`config.mk`:
```
export PLATFORM = sky130hd
export DESIGN_NAME = sst_rom_fill
export DESIGN_NICKNAME = d
export VERILOG_FILES = /design/src/rtl/sst_pkg.sv /design/src/rtl/sst_rom_fill.sv
export SDC_FILE = /design/constraint.sdc
export NUM_CORES = 2
export LEC_CHECK = 0
export BUFFER_PORTS_ARGS = -buffer_cell sky130_fd_sc_hd__buf_4
export CAP_MARGIN = 5
export CORE_MARGIN = 3
export CORE_UTILIZATION = 45
export DETAILED_ROUTE_END_ITERATION = 12
export PLACE_DENSITY = 0.7
export SYNTH_ARGS = -nofsm -noshare
export SYNTH_HDL_FRONTEND = slang
export SYNTH_SLANG_ARGS = --single-unit
```
`constraint.sdc`:
```
create_clock -name clk -period 32.5 [get_ports clk]
set_clock_uncertainty 0.05 [all_clocks]
set_input_delay 1.625 -clock clk [delete_from_list [all_inputs] [get_ports clk]]
set_output_delay 1.625 -clock clk [all_outputs]
set_load 0.005 [all_outputs]
```
`src/rtl/sst_pkg.sv`:
```
// Shared types, constants and helper functions for the test-signal synthesizer.
package sst_pkg;

    localparam int SAMPLE_W  = 12;
    localparam int CFG_IDX_W = 3;
    localparam int CFG_DAT_W = 32;
    localparam int SUM_W     = 45;
    localparam int Q30_SHIFT = 30;

    localparam logic [CFG_IDX_W-1:0] CFG_PHASE_STEP = 3'd0;
    localparam logic [CFG_IDX_W-1:0] CFG_PRETRIGGER = 3'd1;
    localparam logic [CFG_IDX_W-1:0] CFG_AMP_SINE   = 3'd2;
    localparam logic [CFG_IDX_W-1:0] CFG_AMP_SQUARE = 3'd3;
    localparam logic [CFG_IDX_W-1:0] CFG_DUTY       = 3'd4;

    localparam logic [15:0] DUTY_RESET = 16'd32768;

    localparam logic [31:0] LCG_MUL  = 32'd1103515245;
    localparam logic [31:0] LCG_ADD  = 32'd12345;
    localparam logic [31:0] LCG_SEED = 32'hA5A5F00D;

    localparam logic signed [9:0]  JITTER_GAIN = 10'sd417;
    localparam logic signed [13:0] HARM3_Q15   = 14'sd5898;
    localparam logic signed [12:0] HARM5_Q15   = 13'sd2294;
    localparam logic signed [12:0] CH1_OFFSET  = 13'sd2048;
    localparam logic signed [12:0] CH2_OFFSET  = 13'sd1348;
    localparam logic signed [3:0]  CH1_NOISE   = 4'sd6;
    localparam logic signed [3:0]  CH2_NOISE   = 4'sd5;
    localparam logic [SAMPLE_W-1:0] FULL_SCALE = 12'd4095;

    localparam logic [31:0] HALF_PI_Q30 = 32'd1686629713;
    localparam logic [30:0] ONE_Q30     = 31'h4000_0000;
    localparam logic [31:0] HALF_Q30    = 32'h2000_0000;
    localparam logic [31:0] Q15_MAX     = 32'd32767;

    typedef struct packed {
        logic [31:0] phase_step;
        logic [11:0] pretrigger;
        logic [10:0] amp_sine;
        logic [10:0] amp_square;
        logic [15:0] duty;
    } cfg_t;

    typedef enum logic [3:0] {
        E_IDLE,
        E_JIT,
        E_PHASE,
        E_ADD,
        E_RD1,
        E_RD3,
        E_RD5,
        E_ACC,
        E_AMP,
        E_SUM,
        E_DONE
    } eng_state_t;

    typedef enum logic [3:0] {
        F_START,
        F_Y,
        F_Y2,
        F_DIV,
        F_MT,
        F_S,
        F_Q,
        F_WR,
        F_DONE
    } fill_state_t;

    // series divisors 72, 42, 20, 6 (innermost first) as pre-shift, reciprocal, post-shift
    function automatic logic [1:0] div_pre(input logic [1:0] stage);
        logic [1:0] p;
        case (stage)
            2'd0:    p = 2'd3;
            2'd1:    p = 2'd1;
            2'd2:    p = 2'd2;
            default: p = 2'd1;
        endcase
        return p;
    endfunction

    function automatic logic [31:0] div_mul(input logic [1:0] stage);
        logic [31:0] m;
        case (stage)
            2'd0:    m = 32'd954437177;
            2'd1:    m = 32'd3272356036;
            2'd2:    m = 32'd1717986919;
            default: m = 32'd2863311531;
        endcase
        return m;
    endfunction

    function automatic logic [5:0] div_post(input logic [1:0] stage);
        logic [5:0] s;
        case (stage)
            2'd0:    s = 6'd33;
            2'd1:    s = 6'd36;
            2'd2:    s = 6'd33;
            default: s = 6'd33;
        endcase
        return s;
    endfunction

    // upper LCG half minus 32768
    function automatic logic signed [15:0] noise_of(input logic [31:0] lcg);
        return $signed({~lcg[31], lcg[30:16]});
    endfunction

    // Q30 sum to saturated 12-bit code
    function automatic logic [SAMPLE_W-1:0] to_sample(input logic signed [SUM_W-1:0] s);
        logic [SAMPLE_W-1:0] v;
        if (s[SUM_W-1])
        begin
            v = '0;
        end
        else if (|s[SUM_W-2:Q30_SHIFT+SAMPLE_W])
        begin
            v = FULL_SCALE;
        end
        else
        begin
            v = s[Q30_SHIFT+SAMPLE_W-1:Q30_SHIFT];
        end
        return v;
    endfunction

endpackage

```
`src/rtl/sst_rom_fill.sv`:
```
// Sine table builder: evaluates the quarter-wave polynomial per entry and writes the RAM.
module sst_rom_fill #(
    parameter int TABLE_ENTRIES = 4096
) (
    input  logic                             clk,
    input  logic                             rst_n,
    output logic                             tbl_we,
    output logic [$clog2(TABLE_ENTRIES)-1:0] tbl_waddr,
    output logic [15:0]                      tbl_wdata,
    output logic                             fill_done
);

    import sst_pkg::*;

    localparam int ADDR_W = $clog2(TABLE_ENTRIES);

    fill_state_t state_reg, state_next;

    logic [ADDR_W-1:0]    entry_reg;
    logic [1:0]           stage_reg;
    logic [1:0]           quad_reg;
    logic [30:0]          r_reg;
    logic [30:0]          y_reg;
    logic [31:0]          y2_reg;
    logic [31:0]          x_reg;
    logic [30:0]          t_reg;
    logic [30:0]          s_reg;
    logic [15:0]          wdata_reg;

    logic [31:0] turns;
    logic [31:0] mul_a, mul_b;
    logic [63:0] prod;
    logic [33:0] prod_hi;
    logic [63:0] q_round;
    logic [16:0] q_full;
    logic [14:0] q_sat;
    logic [30:0] div_quo;
    logic        last_entry;

    assign turns      = 32'(entry_reg) << (32 - ADDR_W);
    assign last_entry = (entry_reg == ADDR_W'(TABLE_ENTRIES - 1));

    always_comb
    begin
        case (state_reg)
            F_Y:
            begin
                mul_a = {1'b0, r_reg};
                mul_b = HALF_PI_Q30;
            end
            F_Y2:
            begin
                mul_a = {1'b0, y_reg};
                mul_b = {1'b0, y_reg};
            end
            F_DIV:
            begin
                mul_a = x_reg >> div_pre(stage_reg);
                mul_b = div_mul(stage_reg);
            end
            F_MT:
            begin
                mul_a = y2_reg;
                mul_b = {1'b0, t_reg};
            end
            F_S:
            begin
                mul_a = {1'b0, y_reg};
                mul_b = {1'b0, t_reg};
            end
            F_Q:
            begin
                mul_a = {1'b0, s_reg};
                mul_b = Q15_MAX;
            end
            default:
            begin
                mul_a = '0;
                mul_b = '0;
            end
        endcase
    end

    assign prod    = mul_a * mul_b;
    assign prod_hi = prod[63:30];
    assign q_round = prod + 64'(HALF_Q30);
    assign q_full  = q_round[46:30];
    assign q_sat   = (q_full > 17'(Q15_MAX)) ? 15'(Q15_MAX) : q_full[14:0];

    // division by a series constant through its reciprocal
    assign div_quo = 31'(prod >> div_post(stage_reg));

    always_ff @(posedge clk or negedge rst_n)
    begin
        if (!rst_n)
        begin
            state_reg <= F_START;
            entry_reg <= '0;
            stage_reg <= '0;
        end
        else
        begin
            state_reg <= state_next;
            case (state_reg)
                F_START:
                begin
                    stage_reg <= '0;
                end
                F_DIV:
                begin
                    stage_reg <= stage_reg + 1'b1;
                end
                F_WR:
                begin
                    if (!last_entry)
                    begin
                        entry_reg <= entry_reg + 1'b1;
                    end
                end
                default:
                begin
                end
            endcase
        end
    end

    always_ff @(posedge clk)
    begin
        case (state_reg)
            F_START:
            begin
                quad_reg <= turns[31:30];
                r_reg    <= turns[30] ? ONE_Q30 - {1'b0, turns[29:0]} : {1'b0, turns[29:0]};
            end
            F_Y:
            begin
                y_reg <= prod_hi[30:0];
            end
            F_Y2:
            begin
                y2_reg <= prod_hi[31:0];
                x_reg  <= prod_hi[31:0];
            end
            F_DIV:
            begin
                t_reg <= ONE_Q30 - div_quo;
            end
            F_MT:
            begin
                x_reg <= prod_hi[31:0];
            end
            F_S:
            begin
                s_reg <= prod_hi[30:0];
            end
            F_Q:
            begin
                wdata_reg <= quad_reg[1] ? 16'(-$signed({1'b0, q_sat})) : {1'b0, q_sat};
            end
            default:
            begin
            end
        endcase
    end

    always_comb
    begin
        state_next = state_reg;
        case (state_reg)
            F_START: state_next = F_Y;
            F_Y:     state_next = F_Y2;
            F_Y2:    state_next = F_DIV;
            F_DIV:   state_next = (stage_reg == 2'd3) ? F_S : F_MT;
            F_MT:    state_next = F_DIV;
            F_S:     state_next = F_Q;
            F_Q:     state_next = F_WR;
            F_WR:    state_next = last_entry ? F_DONE : F_START;
            F_DONE:  state_next = F_DONE;
            default: state_next = F_START;
        endcase
    end

    assign tbl_we    = (state_reg == F_WR);
    assign tbl_waddr = entry_reg;
    assign tbl_wdata = wdata_reg;
    assign fill_done = (state_reg == F_DONE);

endmodule

```
==> flow_metrics.tcl <==
set metrics [dict create \
    status "complete, no violations" \
    reg2reg_depth 38 \
    yosysWarningCount 0 \
    std_cell_rows 114 \
    drive_gt1_frac 0.0652 \
    avgRoutedWirePerCell_um 24.3 \
    die_h_um 319 \
    clock_tree.root_cell "clkbuf_16" \
    postCtsHoldBufs 0 \
    synth_fp_nets 6092 \
    drt_iter0_drc 4206 \
    reg2reg_from "state_reg[1]" \
    die-area_um2 102000 \
    ioPinCount 32 \
    max_freq_mhz 69.9 \
    cp-start-kind "flop" \
    end_kind "flop" \
    hold_start "tbl_waddr[11]" \
    die_w_um 319 \
    n_fill_cell 9101 \
    syn2layout_area_growth_pct 6.16 \
    synth-seq-cells 203 \
    power_switching_mw 0.102 \
    worst_pin_slew_ns 1.22 \
    reg2reg_to "tbl_wdata[12]" \
    dpl.hpwl_um 116000 \
    cts_sinks 203 \
    grt_pass1_vias 37994 \
    postCtsSetupBuffers 0 \
    comb_power_share 0.001 \
    fin_setup_tns_ns 0 \
    drv_cap 0 \
    cp_max_fo 43 \
    numCtsBuffers 21 \
    postRouteWirelength_um 149000 \
    pwr-share-clk 0.458 \
    drc_errors 0 \
    cp_slowest_cell "inv_2" \
    hold_violations 0 \
    initial_core_util 0.455 \
    p_total_mw 0.519 \
    critPathCapture "tbl_wdata[12]" \
    cts_tree "built" \
    netlist_area_um2 44200 \
    synthCells 4922 \
    grt_pass1_wl_um 229000 \
    p_per_area_nw_per_um2 11.1 \
    synthArstFlopShare 0.0887 \
    crit_start "state_reg[1]" \
    synth_edf_count 185 \
    reg2reg_slack_ns 18.19 \
    clock_latency_ns 0.51 \
    hold_class "reg2reg" \
    fp.coreArea_um2 97000 \
    fin_nets 6005 \
    ant_nets 0 \
    pre_cts_slack_ns 18.49 \
    first_pass_iters 6 \
    clkTransAtPathRegs_ns 0.06 \
    synth_cell_types 103 \
    overflow 0 \
    swShare 0.196 \
    min_period_ns 14.31 \
    portBuffers 31 \
    syn-mean-instance-area_um2 8.98 \
    final-max-slew-violation-count 0 \
    viasPerCell 5.89 \
    yosysSeqAreaShare 0.136 \
    h-tree-depth 1 \
    internal-power_mw 0.417 \
    slew_headroom 0.189 \
    vias 36082 \
    ir_drop_mv 0.0391 \
    gp_congestion 1.02 \
    cts_resized 0 \
    path_class "reg2reg" \
    fin_ws_ns 18.19 \
    setup_viol_count_final 0 \
    cpPeakStageDelay_ns 0.84 \
    crit_required_ns 32.66 \
    timing.hold.ws_ns 0.523 \
    path_common_cell "fa_1" \
    leakagePower_nw 22.5 \
    regArea_um2 6010 \
    multi_input_comb_area_um2 33800 \
    rsz0062_at_grt "no" \
    p_seq_frac 0.541 \
    grt_usage 0.294 \
    final.period_utilization 0.440 \
    clockBufferDepth 3 \
    arrival_ns 14.48 \
    antenna_found_initial 4 \
    grt_max_degree 58 \
    synth_top_flop_cell "edfxtp_1" \
]
-- worst min-delay path by stage --
stage	end	slack, ns	depth (start not counted)
3_5_place_dp	tbl_waddr[11]	0.53	1
2_1_floorplan	tbl_waddr[11]	0.45	1
5_1_grt	tbl_waddr[11]	0.55	1
6_report	tbl_waddr[11]	0.52	1
3_3_place_gp	tbl_waddr[11]	0.51	1
4_1_cts	tbl_waddr[11]	0.54	1
-- worst max-delay path, delay by kind of cell, from the launching register on --
family	cells	cell delay [ns]
adder cells (fa/ha/maj)	10	4.61
buffers and inverters	8	1.38
multiplexers	4	1.00
AO/OA/AOI/OAI	5	2.03
flip-flops	1	0.75
AND/OR/NAND/NOR	11	4.17
-- routing by layer --
layer / global-route usage / vias to the layer above / routed length (um)
li1: - / 15206 / -
met1: 0.385 / 17986 / 54900
met2: 0.446 / 2312 / 64200
met3: 0.0858 / 572 / 19900
met4: 0.151 / 6 / 9740
met5: 0 / - / 42
-- per-stage QoR --
step	std cells	utilization	area, um2
4_1_cts	6124	0.484	46900
5_1_grt	6124	0.484	46900
3_5_place_dp	6088	0.477	46200
3_3_place_gp	6088	0.477	46200
6_report	6125	0.484	46900
2_1_floorplan	4922	-	44200
-- cells by family (layout without fill, tap and decap cells) --
family / Yosys count / in the layout / synth area share
AOI/OAI and AO/OA: 534 / 534 / 0.0864
xor gates and xnor gates: 80 / 80 / 0.0159
adders and majority gates: 1168 / 1168 / 0.483
buffers and inverters: 1230 / 1156 / 0.105
DFF: 203 / 203 / 0.136
muxes: 54 / 54 / 0.0131
other: 0 / 1 / 0
and+or+nand+nor: 1653 / 1653 / 0.160
-- synth_stat cells (all sizes together), types with 7 or more instances --
master   number  share of area
edfxtp      185           0.13
xnor2        51          0.010
mux2i        27         0.0061
or2          19         0.0027
o21ai        81         0.0092
a21o         39         0.0066
dfrtp        18          0.010
o21bai       10         0.0017
o22ai        17         0.0024
o211ai       17         0.0029
a22oi        41         0.0070
or4           7         0.0014
o21a         17         0.0029
a21oi       105          0.012
nor3         54         0.0063
nor3b         8         0.0018
o31ai        15         0.0027
or3          15         0.0021
and4          7         0.0014
a221o        33         0.0075
clkbuf      235          0.020
fa          895           0.41
nor2        650          0.055
nor4         16         0.0026
nand4        33         0.0047
a211oi       26         0.0045
a2111oi       7         0.0021
ha          273          0.077
mux2         27         0.0070
xor2         29         0.0057
a211o        15         0.0030
nor2b        15         0.0021
nand2       683          0.058
buf          33         0.0037
nand3        52         0.0059
a221oi       33         0.0067
nand4b        7         0.0014
inv         961          0.082
o2111ai       7         0.0014
a31oi        20         0.0028
and2         22         0.0031
and3         28         0.0040
nand2b       17         0.0025
-- layout make-up --
type	instances	share of cell area
sequential	203	0.128
tap	1276	0.0340
antenna	1	0.0000534
inverter	962	0.0770
multi-input combinational	3489	0.721
timing repair buffer	158	0.0253
clock inverter	12	0.00253
clock buffer	24	0.0117
-- layout by cell type (no fill, tap or decap), drive strengths merged, types with 39 or more instances in the layout --
| master | netlist | routed |
|---|---|---|
| o21ai | 81 | 81 |
| a22oi | 41 | 41 |
| nor2 | 650 | 650 |
| edfxtp | 185 | 185 |
| buf | 33 | 158 |
| xnor2 | 51 | 51 |
| nor3 | 54 | 54 |
| a21oi | 105 | 105 |
| nand2 | 683 | 683 |
| nand3 | 52 | 52 |
| a21o | 39 | 39 |
| fa | 895 | 895 |
| inv | 961 | 961 |
| ha | 273 | 273 |
-- power groups by stage --
stage               clock [mW]  combinational, mW  sequential [mW]
detailed placement           0           0.000555            0.286
finish                   0.238           0.000520            0.281
global route             0.249           0.000603            0.281
global placement             0           0.000552            0.286
floorplan                    0          0.0000199            0.286
CTS                      0.238           0.000559            0.281
No activity file was read; power rests on OpenSTA's default activity.
