===== src/rtl/sst_pkg.sv =====
// Shared types, constants and helper functions for the test-signal synthesizer.
package sst_pkg;

    localparam int SAMPLE_W  = 12;
    localparam int CFG_IDX_W = 3;
    localparam int CFG_DAT_W = 32;
    localparam int SUM_W     = 45;
    localparam int Q30_SHIFT = 30;

    localparam logic [CFG_IDX_W-1:0] CFG_PHASE_STEP = 3'd0;
    localparam logic [CFG_IDX_W-1:0] CFG_PRETRIGGER = 3'd1;
    localparam logic [CFG_IDX_W-1:0] CFG_AMP_SINE   = 3'd2;
    localparam logic [CFG_IDX_W-1:0] CFG_AMP_SQUARE = 3'd3;
    localparam logic [CFG_IDX_W-1:0] CFG_DUTY       = 3'd4;

    localparam logic [15:0] DUTY_RESET = 16'd32768;

    localparam logic [31:0] LCG_MUL  = 32'd1103515245;
    localparam logic [31:0] LCG_ADD  = 32'd12345;
    localparam logic [31:0] LCG_SEED = 32'hA5A5F00D;

    localparam logic signed [9:0]  JITTER_GAIN = 10'sd417;
    localparam logic signed [13:0] HARM3_Q15   = 14'sd5898;
    localparam logic signed [12:0] HARM5_Q15   = 13'sd2294;
    localparam logic signed [12:0] CH1_OFFSET  = 13'sd2048;
    localparam logic signed [12:0] CH2_OFFSET  = 13'sd1348;
    localparam logic signed [3:0]  CH1_NOISE   = 4'sd6;
    localparam logic signed [3:0]  CH2_NOISE   = 4'sd5;
    localparam logic [SAMPLE_W-1:0] FULL_SCALE = 12'd4095;

    localparam logic [31:0] HALF_PI_Q30 = 32'd1686629713;
    localparam logic [30:0] ONE_Q30     = 31'h4000_0000;
    localparam logic [31:0] HALF_Q30    = 32'h2000_0000;
    localparam logic [31:0] Q15_MAX     = 32'd32767;

    typedef struct packed {
        logic [31:0] phase_step;
        logic [11:0] pretrigger;
        logic [10:0] amp_sine;
        logic [10:0] amp_square;
        logic [15:0] duty;
    } cfg_t;

    typedef enum logic [3:0] {
        E_IDLE,
        E_JIT,
        E_PHASE,
        E_ADD,
        E_RD1,
        E_RD3,
        E_RD5,
        E_ACC,
        E_AMP,
        E_SUM,
        E_DONE
    } eng_state_t;

    typedef enum logic [3:0] {
        F_START,
        F_Y,
        F_Y2,
        F_DIV,
        F_MT,
        F_S,
        F_Q,
        F_WR,
        F_DONE
    } fill_state_t;

    // series divisors 72, 42, 20, 6 (innermost first) as pre-shift, reciprocal, post-shift
    function automatic logic [1:0] div_pre(input logic [1:0] stage);
        logic [1:0] p;
        case (stage)
            2'd0:    p = 2'd3;
            2'd1:    p = 2'd1;
            2'd2:    p = 2'd2;
            default: p = 2'd1;
        endcase
        return p;
    endfunction

    function automatic logic [31:0] div_mul(input logic [1:0] stage);
        logic [31:0] m;
        case (stage)
            2'd0:    m = 32'd954437177;
            2'd1:    m = 32'd3272356036;
            2'd2:    m = 32'd1717986919;
            default: m = 32'd2863311531;
        endcase
        return m;
    endfunction

    function automatic logic [5:0] div_post(input logic [1:0] stage);
        logic [5:0] s;
        case (stage)
            2'd0:    s = 6'd33;
            2'd1:    s = 6'd36;
            2'd2:    s = 6'd33;
            default: s = 6'd33;
        endcase
        return s;
    endfunction

    // upper LCG half minus 32768
    function automatic logic signed [15:0] noise_of(input logic [31:0] lcg);
        return $signed({~lcg[31], lcg[30:16]});
    endfunction

    // Q30 sum to saturated 12-bit code
    function automatic logic [SAMPLE_W-1:0] to_sample(input logic signed [SUM_W-1:0] s);
        logic [SAMPLE_W-1:0] v;
        if (s[SUM_W-1])
        begin
            v = '0;
        end
        else if (|s[SUM_W-2:Q30_SHIFT+SAMPLE_W])
        begin
            v = FULL_SCALE;
        end
        else
        begin
            v = s[Q30_SHIFT+SAMPLE_W-1:Q30_SHIFT];
        end
        return v;
    endfunction

endpackage


===== src/rtl/sst_engine.sv =====
// Per-sample sequencer: LCG, phase, three table reads, channel sums and output register.
module sst_engine #(
    parameter int TABLE_ENTRIES = 4096
) (
    input  logic                             clk,
    input  logic                             rst_n,
    input  sst_pkg::cfg_t                    cfg,
    input  logic                             fill_done,
    input  logic                             in_valid,
    output logic                             in_ready,
    input  logic [11:0]                      sample_index,
    input  logic                             first_of_frame,
    output logic                             out_valid,
    input  logic                             out_ready,
    output logic [11:0]                      ch1_sample,
    output logic [11:0]                      ch2_sample,
    output logic [$clog2(TABLE_ENTRIES)-1:0] rd_addr,
    input  logic [15:0]                      rd_data
);

    import sst_pkg::*;

    localparam int ADDR_W = $clog2(TABLE_ENTRIES);

    eng_state_t state_reg, state_next;

    logic [31:0]          lcg_reg;
    logic [31:0]          jitter_reg;
    logic [11:0]          idx_reg;
    logic                 first_reg;
    logic [31:0]          prod_reg;
    logic [31:0]          phase_reg;
    logic [ADDR_W-1:0]    p3_reg, p5_reg;
    logic signed [15:0]   n1_reg, n2_reg;
    logic signed [15:0]   t1_reg, t3_reg;
    logic signed [31:0]   acc_reg;
    logic signed [43:0]   mprod_reg;
    logic [SAMPLE_W-1:0]  res1_reg, res2_reg;
    logic                 out_valid_reg;
    logic [SAMPLE_W-1:0]  ch1_reg, ch2_reg;

    logic [31:0]          lcg_step;
    logic signed [25:0]   jit_prod;
    logic signed [12:0]   diff13;
    logic [31:0]          diff32;
    logic [31:0]          p3_full, p5_full;
    logic signed [15:0]   t5_s;
    logic signed [31:0]   acc_sum;
    logic signed [19:0]   nz1, nz2;
    logic                 sq_high;
    logic signed [12:0]   lvl2;
    logic signed [SUM_W-1:0] sum1, sum2;
    logic                 accept;
    logic                 push;

    assign lcg_step = 32'(lcg_reg * LCG_MUL) + LCG_ADD;
    assign jit_prod = noise_of(lcg_reg) * JITTER_GAIN;

    assign diff13 = $signed({1'b0, idx_reg}) - $signed({1'b0, cfg.pretrigger});
    assign diff32 = {{19{diff13[12]}}, diff13};

    assign p3_full = phase_reg + {phase_reg[30:0], 1'b0};
    assign p5_full = phase_reg + {phase_reg[29:0], 2'b0};

    assign t5_s    = $signed(rd_data);
    assign acc_sum = (32'(t1_reg) <<< 15) + 32'(HARM3_Q15) * 32'(t3_reg)
                   + 32'(HARM5_Q15) * 32'(t5_s);

    assign nz1     = n1_reg * CH1_NOISE;
    assign nz2     = n2_reg * CH2_NOISE;
    assign sq_high = (phase_reg < {cfg.duty, 16'b0});
    assign lvl2    = sq_high ? CH2_OFFSET + $signed({2'b0, cfg.amp_square})
                             : CH2_OFFSET - $signed({2'b0, cfg.amp_square});

    assign sum1 = (SUM_W'(CH1_OFFSET) <<< Q30_SHIFT) + SUM_W'(mprod_reg) + (SUM_W'(nz1) <<< 15);
    assign sum2 = (SUM_W'(lvl2) <<< Q30_SHIFT) + (SUM_W'(nz2) <<< 15);

    assign in_ready = (state_reg == E_IDLE) && fill_done;
    assign accept   = in_valid && in_ready;
    assign push     = (state_reg == E_DONE) && (!out_valid_reg || out_ready);

    always_comb
    begin
        case (state_reg)
            E_RD3:   rd_addr = p3_reg;
            E_RD5:   rd_addr = p5_reg;
            default: rd_addr = phase_reg[31 -: ADDR_W];
        endcase
    end

    always_comb
    begin
        state_next = state_reg;
        case (state_reg)
            E_IDLE:
            begin
                if (accept)
                begin
                    state_next = first_of_frame ? E_JIT : E_PHASE;
                end
            end
            E_JIT:   state_next = E_PHASE;
            E_PHASE: state_next = E_ADD;
            E_ADD:   state_next = E_RD1;
            E_RD1:   state_next = E_RD3;
            E_RD3:   state_next = E_RD5;
            E_RD5:   state_next = E_ACC;
            E_ACC:   state_next = E_AMP;
            E_AMP:   state_next = E_SUM;
            E_SUM:   state_next = E_DONE;
            E_DONE:
            begin
                if (push)
                begin
                    state_next = E_IDLE;
                end
            end
            default: state_next = E_IDLE;
        endcase
    end

    always_ff @(posedge clk or negedge rst_n)
    begin
        if (!rst_n)
        begin
            state_reg     <= E_IDLE;
            lcg_reg       <= LCG_SEED;
            jitter_reg    <= '0;
            out_valid_reg <= 1'b0;
        end
        else
        begin
            state_reg <= state_next;
            case (state_reg)
                E_JIT, E_RD1, E_RD3:
                begin
                    lcg_reg <= lcg_step;
                end
                E_PHASE:
                begin
                    if (first_reg)
                    begin
                        jitter_reg <= {{6{jit_prod[25]}}, jit_prod};
                    end
                end
                default:
                begin
                end
            endcase
            if (push)
            begin
                out_valid_reg <= 1'b1;
            end
            else if (out_ready)
            begin
                out_valid_reg <= 1'b0;
            end
        end
    end

    always_ff @(posedge clk)
    begin
        case (state_reg)
            E_IDLE:
            begin
                idx_reg   <= sample_index;
                first_reg <= first_of_frame;
            end
            E_PHASE:
            begin
                prod_reg <= 32'(cfg.phase_step * diff32);
            end
            E_ADD:
            begin
                phase_reg <= prod_reg + jitter_reg;
            end
            E_RD1:
            begin
                p3_reg <= p3_full[31 -: ADDR_W];
                p5_reg <= p5_full[31 -: ADDR_W];
                n1_reg <= noise_of(lcg_step);
            end
            E_RD3:
            begin
                t1_reg <= $signed(rd_data);
                n2_reg <= noise_of(lcg_step);
            end
            E_RD5:
            begin
                t3_reg <= $signed(rd_data);
            end
            E_ACC:
            begin
                acc_reg <= acc_sum;
            end
            E_AMP:
            begin
                mprod_reg <= $signed({1'b0, cfg.amp_sine}) * acc_reg;
            end
            E_SUM:
            begin
                res1_reg <= to_sample(sum1);
                res2_reg <= to_sample(sum2);
            end
            default:
            begin
            end
        endcase
        if (push)
        begin
            ch1_reg <= res1_reg;
            ch2_reg <= res2_reg;
        end
    end

    assign out_valid  = out_valid_reg;
    assign ch1_sample = ch1_reg;
    assign ch2_sample = ch2_reg;

endmodule


===== config.mk =====
export PLATFORM = sky130hd
export DESIGN_NAME = sst_engine
export DESIGN_NICKNAME = d
export VERILOG_FILES = /design/src/rtl/sst_pkg.sv /design/src/rtl/sst_engine.sv
export SDC_FILE = /design/constraint.sdc
export NUM_CORES = 2
export LEC_CHECK = 0
export BUFFER_PORTS_ARGS = -buffer_cell sky130_fd_sc_hd__buf_2
export CAP_MARGIN = 30
export CORE_AREA = 2 2 315 317
export DETAILED_ROUTE_END_ITERATION = 6
export DIE_AREA = 0 0 317 319
export GPL_TIMING_DRIVEN = 1
export PLACE_DENSITY = 0.77
export SYNTH_ARGS = -nofsm -noshare
export SYNTH_HDL_FRONTEND = slang
export SYNTH_SLANG_ARGS = --single-unit

===== constraint.sdc =====
create_clock -name clk -period 19.89 [get_ports clk]
set_clock_uncertainty 0.05 [all_clocks]
set_input_delay 3.978 -clock clk [delete_from_list [all_inputs] [get_ports clk]]
set_output_delay 3.978 -clock clk [all_outputs]
set_load 0.01 [all_outputs]

==> summary.md <==
| Metric | Value |
|---|---|
| Outcome | `finished with violations` |
| Violated checks | `DRC` |
| Post-synthesis async set-or-reset flop share | `0.188` |
| Rel. slew slack | `0.332` |
| Mux cell area share after synthesis | `0.00278` |
| Post-CTS setup buffer count | `0` |
| Die Area | `0.101 mm2` |
| Fin Setup TNS | `0 ps` |
| Seq/Total Area, Yosys | `0.167` |
| Post-route ant nets | `0` |
| I/O pin count | `154` |
| Drt first pass iters | `7` |
| Post-synth EDFFs | `272` |
| GPL Wtd Cong | `0.940` |
| Post-Syn Area | `0.0584 mm2` |
| Syn. warnings | `0` |
| Tcrit/Tclk final | `0.604` |
| Avg WL per Cell | `17.1 um` |
| H-tree Lvls | `2` |
| Max Clk Rate | `83.3 MHz` |
| Post_cts resized | `0` |
| Clock Path Buffers | `3` |
| CP Launch Point | `cfg[40]` |
| Crit-path max cell delay | `550 ps` |
| Startpoint Class | `primary input` |
| Global-route wire length before repair | `214 mm` |
| Global Route Usage Sum | `0.261` |
| Synth area leaders | `fa_1, ha_1, edfxtp_1` |
| Cells on worst reg2reg path | `34` |
| Main combinational cell family by area after synthesis | `adder cells` |
| Most frequent cells after synthesis | `inv_1, fa_1, ha_1` |
| Die Span Y | `319 um` |
| Largest net degree at the start of global routing | `64` |
| Final Max Tran Viols | `0` |
| Cts hold-fix bufs | `0` |
| Clk pin slew, worst setup/hold paths | `60 ps` |
| Layout cell share with drive strength beyond 1 | `0.0563` |
| Setup slack, reg-to-reg | `10980 ps` |
| CP endpoint kind | `flop` |
| Critical R2R Capture | `prod_reg[31]` |
| Residual DRC count | `8` |
| Max cap viols | `0` |
| I/O Buffers | `153` |
| Compound-gate portion of the synthesized area | `0.0819` |
| Critical path type | `primary input to flop` |
| Via density | `5.50` |
| Worst Setup EP | `prod_reg[31]` |
| CTS tree | `built` |
| Total congestion overflow | `0` |
| Starting density of the core | `0.598` |
| Synth Area in Simple Gates | `0.107` |
| Core area | `0.0977 mm2` |
| Syn nets | `7832` |
| Vias | `40298` |
| Adder-cell share of the synthesized area | `0.502` |
| Clock sinks | `335` |
| Clock Root Buffer | `clkbuf_16` |
| Gate Count Post-Synth | `5920` |
| Final #Nets | `7913` |
| Xor/xnor cell area share of the yosys netlist | `0.0487` |
| Cell taking the most area after synthesis | `fa_1` |
| Min Tclk post-route | `12010 ps` |
| Origin of the critical flop-to-flop path | `idx_reg[0]` |
| Worst path arrival time | `12310 ps` |
| Final setup fails | `0` |
| Clock latency at the later pin of the worst-skew pair | `610 ps` |
| Mean post-synth cell area | `9.87 um2` |
| Area share of the largest cell type after synthesis | `0.313` |
| Path category of the worst min-delay check | `flop to flop` |
| Cell Rows | `115` |
| DPL Wire Length | `102 mm` |
| Critical path's most frequent cell | `fa_1` |
| Initial antenna violation count | `1` |
| Most frequent cell after synthesis | `inv_1` |
| Crit Path Max Fanout | `21` |
| Routed WL | `125 mm` |
| Post-synth top flop | `edfxtp_1` |
| CP required | `20190 ps` |
| Die Wd | `317 um` |
| Worst Tran Pin Value | `975 ps` |
| Vias in the first global route | `43823` |
| #FFs+latches synth | `335` |
| Hold Vio Cnt, Final | `0` |
| DR iter-0 viols | `2314` |
| Hold Path Depth | `0` |
| RSZ-0062 raised after global routing | `false` |
| Syn-to-layout area delta | `6.25%` |
| CP max-delay cell | `fa_1` |
| CTS Buf Count | `43` |
| Diode count | `0` |
| Synth cell types | `80` |
-- stage by stage --
stage,hold slack [ps],cells,worst slack (ps),utilization,instance area (um2)
4_1_cts,368,7321,7870,0.635,62000
6_report,367,7322,7880,0.635,62100
2_1_floorplan,350,5920,7940,-,58400
5_1_grt,377,7322,7280,0.635,62100
3_3_place_gp,352,7242,7370,0.620,60500
3_5_place_dp,355,7242,7240,0.620,60500
-- layout by cell type, fill, tap and decap left out, types with 154 or more instances in the layout --
master    instances
edfxtp_1        272
ha_1            883
inv_1          1255
nor2_1          198
and2_1          239
xnor2_1         210
fa_1            913
nand2_1         523
o21ai_0         154
a21oi_1         227
-- logic make-up after synthesis --
family                   count (synthesis)
XOR/XNOR                               319
AO/OA/AOI/OAI                          745
adder cells (fa/ha/maj)               1796
multiplexers                            15
buffers and inverters                 1404
AND/OR/NAND/NOR                       1306
flip-flops                             335
-- layout make-up --
| class | count | area, um2 |
|---|---|---|
| clock inverter | 25 | 342 |
| fill | 7709 | 35600 |
| inverter | 1255 | 4710 |
| sequential | 335 | 9760 |
| clock buffer | 54 | 1160 |
| multi-input combinational | 4181 | 43500 |
| timing repair buffer | 185 | 1010 |
| tap | 1287 | 1610 |
-- critical path, delay by kind of cell --
family | cells | cell delay, ps
adders and majority gates | 8 | 3850
AOI/OAI and AO/OA | 15 | 2950
and+or+nand+nor | 4 | 830
buffers and inverters | 6 | 480
xor gates and xnor gates | 1 | 180
-- routing by layer --
metal | track usage | share of wire
met5 | 0 | 0.00010
met4 | 0.0635 | 0.021
met3 | 0.0368 | 0.065
met2 | 0.446 | 0.49
met1 | 0.351 | 0.43
-- worst min-delay path by stage --
stage                startpoint            end  slack, ps
finish              res1_reg[4]  ch1_sample[4]        370
global route        res1_reg[1]  ch1_sample[1]        380
CTS                 res1_reg[4]  ch1_sample[4]        370
detailed placement  res1_reg[4]  ch1_sample[4]        360
global placement    res2_reg[4]  ch2_sample[4]        350
floorplan           res1_reg[0]  ch1_sample[0]        350
Power is not shown: default switching activity piles up to over one toggle a cycle in this logic, so the estimate is an artifact.
